===== src/hw/rtl/marq_pkg.sv =====
`timescale 1ns / 1ps
`default_nettype none
// ---------------------------------------------------------------------------
// marq_pkg
// Shared constants, codes and types of the two-line scrolling marquee.
// ---------------------------------------------------------------------------
package marq_pkg;

  // default geometry
  localparam int NUM_SETS_DEF = 8;
  localparam int MAX_LEN_DEF  = 64;
  localparam int WINDOW_DEF   = 18;

  // input item modes
  localparam logic [1:0] MODE_CHAR = 2'd0;
  localparam logic [1:0] MODE_LEN  = 2'd1;
  localparam logic [1:0] MODE_TICK = 2'd2;

  // register indexes
  localparam logic [1:0] CFG_FRAMES   = 2'd0;
  localparam logic [1:0] CFG_TOP_STEP = 2'd1;
  localparam logic [1:0] CFG_BOT_STEP = 2'd2;

  // register reset values
  localparam logic [15:0] FRAMES_RST   = 16'd80;
  localparam logic [4:0]  TOP_STEP_RST = 5'd1;
  localparam logic [4:0]  BOT_STEP_RST = 5'd2;

  localparam logic [7:0] SPACE_CODE = 8'h20;

  typedef struct packed {
    logic [15:0] frames_per_set;
    logic [4:0]  top_step;
    logic [4:0]  bot_step;
  } marq_cfg_t;

  // side info of one display beat, travels with the store read
  typedef struct packed {
    logic       line;
    logic [4:0] column;
    logic [2:0] set_now;
    logic       last;
    logic       space;
  } beat_meta_t;

endpackage
`default_nettype wire


===== src/hw/rtl/marq_seq.sv =====
`timescale 1ns / 1ps
`default_nettype none
// ---------------------------------------------------------------------------
// marq_seq
// Frame sequencer: length table, scroll positions, set/frame counters and
// the per-tick walk that issues store reads one column a cycle while the output slot is free.
// ---------------------------------------------------------------------------
module marq_seq #(
  parameter int NUM_SETS_P = marq_pkg::NUM_SETS_DEF,
  parameter int MAX_LEN    = marq_pkg::MAX_LEN_DEF,
  parameter int WINDOW     = marq_pkg::WINDOW_DEF,
  parameter int SW         = (NUM_SETS_P > 1) ? $clog2(NUM_SETS_P) : 1,
  parameter int IW         = $clog2(MAX_LEN),
  parameter int LW         = $clog2(MAX_LEN + 1)
) (
  input  wire logic                   clk,
  input  wire logic                   rst_n,
  input  wire logic                   tick_go,
  input  wire logic                   len_we,
  input  wire logic [SW-1:0]          len_set,
  input  wire logic                   len_line,
  input  wire logic [LW-1:0]          len_value,
  input  wire marq_pkg::marq_cfg_t    cfg,
  input  wire logic                   slot_free,
  output logic                        busy,
  output logic                        beat_valid,
  output marq_pkg::beat_meta_t        beat_meta,
  output logic                        rd_en,
  output logic [SW+IW:0]              rd_addr
);
  import marq_pkg::*;

  localparam int RW = $clog2(MAX_LEN + 32);
  localparam int CW = (WINDOW > 1) ? $clog2(WINDOW) : 1;
  localparam logic [CW-1:0] COL_LAST = CW'(WINDOW - 1);
  localparam logic [SW-1:0] SET_LAST = SW'(NUM_SETS_P - 1);

  typedef enum logic [2:0] {
    S_IDLE, S_LOAD, S_RED, S_EMIT, S_ADV_LOAD, S_ADV_RED, S_FRAME
  } state_t;

  state_t        state_r;
  logic          line_r;
  logic [CW-1:0] col_r;
  logic [RW-1:0] idx_r;
  logic [LW-1:0] len_r;
  logic [IW-1:0] pos_t_r, pos_b_r;
  logic [15:0]   frame_r;
  logic [SW-1:0] set_r;
  logic [LW-1:0] len_tab_r [2*NUM_SETS_P];

  logic [LW-1:0] len_rd;
  logic [RW-1:0] len_ext, idx_inc;
  logic          red_ge, wrap;
  logic [16:0]   cnt_nxt;

  assign len_rd  = len_tab_r[{set_r, line_r}];
  assign len_ext = RW'(len_r);
  assign red_ge  = (len_r != '0) && (idx_r >= len_ext);
  assign idx_inc = idx_r + 1'b1;
  assign wrap    = (idx_inc == len_ext);
  assign cnt_nxt = {1'b0, frame_r} + 17'd1;

  assign busy       = (state_r != S_IDLE);
  assign beat_valid = (state_r == S_EMIT) && slot_free;
  assign rd_en      = beat_valid && (len_r != '0);
  assign rd_addr    = {set_r, line_r, idx_r[IW-1:0]};

  always_comb begin
    beat_meta.line    = line_r;
    beat_meta.column  = 5'(col_r);
    beat_meta.set_now = 3'(set_r);
    beat_meta.last    = line_r && (col_r == COL_LAST);
    beat_meta.space   = (len_r == '0);
  end

  always_ff @(posedge clk) begin
    if (!rst_n) begin
      state_r <= S_IDLE;
      set_r   <= '0;
      frame_r <= '0;
      pos_t_r <= '0;
      pos_b_r <= '0;
      for (int i = 0; i < 2*NUM_SETS_P; i++) begin
        len_tab_r[i] <= '0;
      end
    end else begin
      if (len_we) begin
        len_tab_r[{len_set, len_line}] <= len_value;
      end
      unique case (state_r)
        S_IDLE: begin
          if (tick_go) begin
            line_r  <= 1'b0;
            state_r <= S_LOAD;
          end
        end
        S_LOAD: begin
          len_r   <= len_rd;
          idx_r   <= RW'(line_r ? pos_b_r : pos_t_r);
          col_r   <= '0;
          state_r <= S_RED;
        end
        S_RED: begin
          // bring the start index below the length (position may exceed it)
          if (red_ge) begin
            idx_r <= idx_r - len_ext;
          end else begin
            state_r <= S_EMIT;
          end
        end
        S_EMIT: begin
          if (slot_free) begin
            idx_r <= wrap ? '0 : idx_inc;
            col_r <= col_r + 1'b1;
            if (col_r == COL_LAST) begin
              if (!line_r) begin
                line_r  <= 1'b1;
                state_r <= S_LOAD;
              end else begin
                line_r  <= 1'b0;
                state_r <= S_ADV_LOAD;
              end
            end
          end
        end
        S_ADV_LOAD: begin
          len_r   <= len_rd;
          idx_r   <= line_r ? (RW'(pos_b_r) + RW'(cfg.bot_step))
                            : (RW'(pos_t_r) + RW'(cfg.top_step));
          state_r <= S_ADV_RED;
        end
        S_ADV_RED: begin
          if (red_ge) begin
            idx_r <= idx_r - len_ext;
          end else begin
            if (line_r) begin
              pos_b_r <= (len_r == '0) ? '0 : idx_r[IW-1:0];
              state_r <= S_FRAME;
            end else begin
              pos_t_r <= (len_r == '0) ? '0 : idx_r[IW-1:0];
              line_r  <= 1'b1;
              state_r <= S_ADV_LOAD;
            end
          end
        end
        S_FRAME: begin
          if (cnt_nxt >= {1'b0, cfg.frames_per_set}) begin
            frame_r <= '0;
            set_r   <= (set_r == SET_LAST) ? '0 : set_r + 1'b1;
            pos_t_r <= '0;
            pos_b_r <= '0;
          end else begin
            frame_r <= cnt_nxt[15:0];
          end
          state_r <= S_IDLE;
        end
        default: state_r <= S_IDLE;
      endcase
    end
  end

endmodule
`default_nettype wire


===== config.mk =====
export PLATFORM = sky130hd
export DESIGN_NAME = marq_seq
export DESIGN_NICKNAME = d
export VERILOG_FILES = /design/src/hw/rtl/marq_pkg.sv /design/src/hw/rtl/marq_seq.sv
export SDC_FILE = /design/constraint.sdc
export NUM_CORES = 1
export LEC_CHECK = 0
export ABC_AREA = 1
export BUFFER_PORTS_ARGS = -buffer_cell sky130_fd_sc_hd__buf_4
export CAP_MARGIN = 20
export CORE_ASPECT_RATIO = 0.5
export CORE_MARGIN = 3
export CORE_UTILIZATION = 60
export DETAILED_ROUTE_END_ITERATION = 8
export GPL_TIMING_DRIVEN = 0
export PLACE_DENSITY = 0.86
export SYNTH_ARGS = -nofsm -noshare
export SYNTH_HDL_FRONTEND = slang
export SYNTH_SLANG_ARGS = --single-unit

===== constraint.sdc =====
create_clock -name clk -period 6.4 [get_ports clk]
set_clock_uncertainty 0.1 [all_clocks]
set_input_delay 1.28 -clock clk [delete_from_list [all_inputs] [get_ports clk]]
set_output_delay 1.28 -clock clk [all_outputs]
set_load 0.1 [all_outputs]

Yosys cells after proc, flatten, opt, wreduce, memory -nomap -nowiden
Memory sizes are Yosys's and may differ from the RTL's. A register that Yosys moved wholly into a read port is not among the register bits.
Index checks and enable logic that the tools add are counted.
- register bits: 47
- latch bits: 0
- memory bits (writable): 112
- ROM bits: 0
- input port bits: 42
- logic and storage cells: 98
- memories: 1
- memory list (name ; depth ; width ; rd ports ; clocked after Yosys merged registers in ; wr ports ; line ; source):
    len_tab_r ; 16 ; 7 ; 1 ; 1 ; 16 ; marq_seq.sv:50 ; logic [LW-1:0] len_tab_r [2*NUM_SETS_P];
- add/subtract/negate cells: 7
- $mul: 0
- divide/modulo/power cells: 0
- $lt $le $gt $ge: 2
- equal/unequal tests: 18
- shift-type cells: 0
- mux-type cells: 39
- bitwise gates (word level): 0
- reduce and logical (&&, ||, !) cells: 23
- operator list (operator ; number):
    6-bit two-way mux ; 7
    7-bit two-way mux ; 5
    7-bit one-hot mux with 4 select lines ; 1
    6-bit one-hot mux with 2 select lines ; 2
    3-bit two-way mux ; 7
    3-bit one-hot mux with 6 select lines ; 1
    16-bit by 1-bit adder with 17-bit output, second input constant ; 1
    17-bit by 16-bit >= comparator with 1-bit output ; 1
    16-bit two-way mux ; 1
    6-bit by 5-bit adder with 7-bit output ; 2
    2-bit != test, second input constant ; 7
    3-bit == test, second input constant ; 4
    4-bit AND reduction ; 3
    1-bit two-way mux ; 10
    5-bit one-hot mux with 2 select lines ; 1
    7-bit by 1-bit adder with 7-bit output, second input constant ; 1
    7-bit == test ; 1
    7-bit >= comparator ; 1
    7-bit logical NOT ; 1
    7-bit nonzero test ; 1
    7-bit OR reduction ; 1
    7-bit subtractor ; 1
    3-bit by 2-bit == test with 1-bit output, second input constant ; 2
    6-bit AND reduction ; 1
    other kinds (18) ; 26

Logic depth before layout (Yosys ltp)
- depth after elaboration: 5
- gate-level depth with buffers: 22
- gate-level depth less buffers: 21

Least setup slack after synthesis
OpenSTA, ideal clock, no wires.
- path kind: input to output
- from: input slot_free
- to: output rd_en
- arrival: 3.379 ns
- setup slack: 1.641 ns
- stages: 2
- buffers on the path: 0
- cells stage by stage: inv_1 > nor3_1
- longest elaborated chain between the ends: 2
- RTL lines (item ; line ; source):
    start, declared ; marq_seq.sv:24 ; input wire logic slot_free,
    1-bit logical AND ; marq_seq.sv:65 ; assign beat_valid = (state_r == S_EMIT) && slot_free;
    1-bit logical AND ; marq_seq.sv:66 ; assign rd_en = beat_valid && (len_r != '0);
    end, declared ; marq_seq.sv:28 ; output logic rd_en,
No other way between the ends.

Worst setup path in the final report
- from: register state_r[0]
- to: output rd_en
- longest elaborated chain between the ends: 3
- RTL lines (item ; line ; source):
    start, declared ; marq_seq.sv:42 ; state_t state_r;
    start signal, assigned ; marq_seq.sv:79 ; state_r <= S_IDLE;
    start signal, assigned ; marq_seq.sv:95 ; state_r <= S_LOAD;
    start signal, assigned ; marq_seq.sv:102 ; state_r <= S_RED;
    3-bit by 2-bit == test with 1-bit output ; marq_seq.sv:65 ;
    1-bit logical AND ; marq_seq.sv:65 ;
    1-bit logical AND ; marq_seq.sv:66 ;
No other way between the ends.

==> metrics.cfg <==
[global_route]
grt_overflow=0
antenna_found_initial=0
grt_pass1_vias=7723
grt_max_degree=19
track_usage=0.290
grt_pass1_wl_mm=38.9

[synth]
synthCells=1074
ys_types=42
synth_area_per_cell_um2=8.72
ys_async_sr_fraction=0
synth_top_cell_area_share=0.423
synth_edf_count=132
synth_area_um2=9370
yosysWarnings=0
ys_seq_area_frac=0.496
syn-num-nets=1158
synth_area_leaders=edfxtp_1 (42%), nor2_1 (8.9%), dfxtp_1 (7.3%)
synth_area_leader_cell=edfxtp_1
synthFlopType=edfxtp_1
ys_ff_latch=166

[timing]
hold_viol_final=0
finalSetupViolCount=0
drv_slew=0
tns_ps=0
fin_crit_sh=0.577
rsz0062_at_grt=no
max_freq_mhz=271
slew_headroom=0.379
tightest_slew_ps=925
fin_crit_ps=3690

[clock_tree]
cts_tree=done
clk_latency_ps=430
cts-resized-gates=0
clkTransAtPathRegs_ps=70
post-cts-setup-buffers=0
cts_buffers=17
holdBufCountCts=0
cts_buffer_depth=2
cts_num_sinks=166
cts_root_buf=clkbuf_16
cts_htree_levels=4

[finish]
stdcell_count=1370
postLayoutCoreUtil=0.721
syn2layout_area_growth_pct=14.3
multi_input_area_um2=4070
nets=1243
drive_gt1_frac=0.123
fillers=1060
antenna_cells=0
regArea_um2=4640

[floorplan]
coreArea_um2=14900
die_width_um=183
pin_count=66
dieArea_um2=17200
rows=31
start_util=0.631
die_y_um=94.4

[critical_path]
r2r_start=frame_r[0]$_SDFFE_PN0P_
ff2ff_path_depth=22
rr_endpoint=pos_t_r[1]$_SDFFE_PN0P_
critPathMaxFanout=10
cp-end-kind=primary output
path_cells=inv_2 > nor3_4 > inv_2 > clkbuf_1 > nor3_1 > buf_4
crit_path_start_kind=flip-flop
cp_common_cell=inv_2
crit_family=buffers and inverters
rrSetupSlack_ps=3290
cp-endpoint=rd_en
cp.depth=6
critPathSlowestCell=dfxtp_1
slowest_delay_ps=460
criticalPathCategory=reg2out
path_buf_inv=4
required_ps=5020
arrival_ps=2310
startpoint=state_r[0]$_SDFFE_PN0P_

[outcome]
status=complete, no violations

[route]
drt_iter0_drc=891
dr.pass1.iters=6
wl_per_cell_um=18.0
drcViolationCount=0
ant_nets=0
drt-vias-per-instance=5.94
dr_total_vias=8143
routed_wl_mm=24.7

[pwr]
p_leak_nw=4.59
power_density_nw_per_um2=309
power_mw=3.31
peakVddDrop_mv=0.191

[placement]
place_inst=1337
dp_hpwl_mm=17.6
place_congestion=0.978
io_buffers=65

[run]
cap_violations=0

[worst_hold_path]
min_path_type=reg2reg

## worst min path at each step
stage | start | endpoint | slack (ps) | cells past startpoint
after floorplan | frame_r[15]$_SDFFE_PN0P_ | frame_r[15]$_SDFFE_PN0P_ | 370 | 2
after global placement | frame_r[3]$_SDFFE_PN0P_ | frame_r[3]$_SDFFE_PN0P_ | 380 | 2
after detailed placement | frame_r[3]$_SDFFE_PN0P_ | frame_r[3]$_SDFFE_PN0P_ | 390 | 2
after CTS | frame_r[3]$_SDFFE_PN0P_ | frame_r[3]$_SDFFE_PN0P_ | 400 | 2
after global routing | frame_r[3]$_SDFFE_PN0P_ | frame_r[3]$_SDFFE_PN0P_ | 420 | 2
final | frame_r[1]$_SDFFE_PN0P_ | frame_r[1]$_SDFFE_PN0P_ | 400 | 2
## routing by layer
layer,vias up,GRT usage,part of all wire
met2,501,0.485,0.47
li1,3796,-,-
met3,63,0.0527,0.11
met5,-,0,0
met1,3783,0.380,0.39
met4,0,0.114,0.029
## where the power goes
group | switching, mW | internal, mW | total (mW)
sequential | 0.0654 | 1.26 | 1.33
clock | 0.488 | 0.561 | 1.05
combinational | 0.663 | 0.264 | 0.927
total | 1.22 | 2.09 | 3.31
## state kept, by name, summed over array words and instances (netlist names)
name and count:
len_tab_r 112, frame_r 16, idx_r 7, len_ext 7, pos_b_r 6, pos_t_r 6
col_r 5, set_r 3, state_r 3, line_r 1
## area by class of cell
class / instances / share of cell area
sequential: 166 / 0.433
timing repair buffer: 66 / 0.0460
inverter: 106 / 0.0371
clock buffer: 17 / 0.0397
clock inverter: 15 / 0.0166
tap: 198 / 0.0231
buffer: 51 / 0.0243
multi-input combinational: 751 / 0.380
## cell families (layout without fill, tap and decap cells)
group,after synthesis,after routing,synth area share
AND/OR/NAND/NOR,517,517,0.236
flip-flops,166,166,0.496
buffers and inverters,157,255,0.0702
AO/OA/AOI/OAI,143,143,0.0899
adder cells (fa/ha/maj),42,42,0.0585
XOR/XNOR,27,27,0.0260
multiplexers,22,22,0.0235
## metrics by stage
| step | hold slack, ps | worst slack, ps | cell area [um2] |
|---|---|---|---|
| floorplan | 370 | 1640 | 9370 |
| global placement | 383 | 2730 | 10100 |
| detailed placement | 388 | 2710 | 10100 |
| CTS | 398 | 2750 | 10700 |
| global route | 418 | 2540 | 10700 |
| finish | 399 | 2710 | 10700 |
## placed cells by master (no fill, tap or decap), types with 22 or more instances in the layout
master,count
nand2_1,180
buf_4,78
a21oi_1,49
ha_1,39
nand3_1,64
o221ai_1,22
o21ai_0,53
edfxtp_1,132
dfxtp_1,34
inv_1,100
nor2_1,221
clkbuf_1,29
mux2i_1,22
## worst min-delay path: stages, from the launching register on
cell	delay [ps]
dfxtp_1	330
nand2_1	70
a21oi_1	50
## Yosys cell counts (6+ instances only)
master	number
a21oi_1	49
a31oi_1	6
buf_4	13
clkbuf_1	29
dfxtp_1	34
edfxtp_1	132
ha_1	39
inv_1	100
mux2i_1	22
nand2_1	180
nand3_1	64
nand3_2	6
nand4_1	15
nor2_1	221
nor3_1	13
o21ai_0	53
o221ai_1	22
xnor2_1	8
xor2_1	18
No activity file was read; power rests on OpenSTA's default activity.
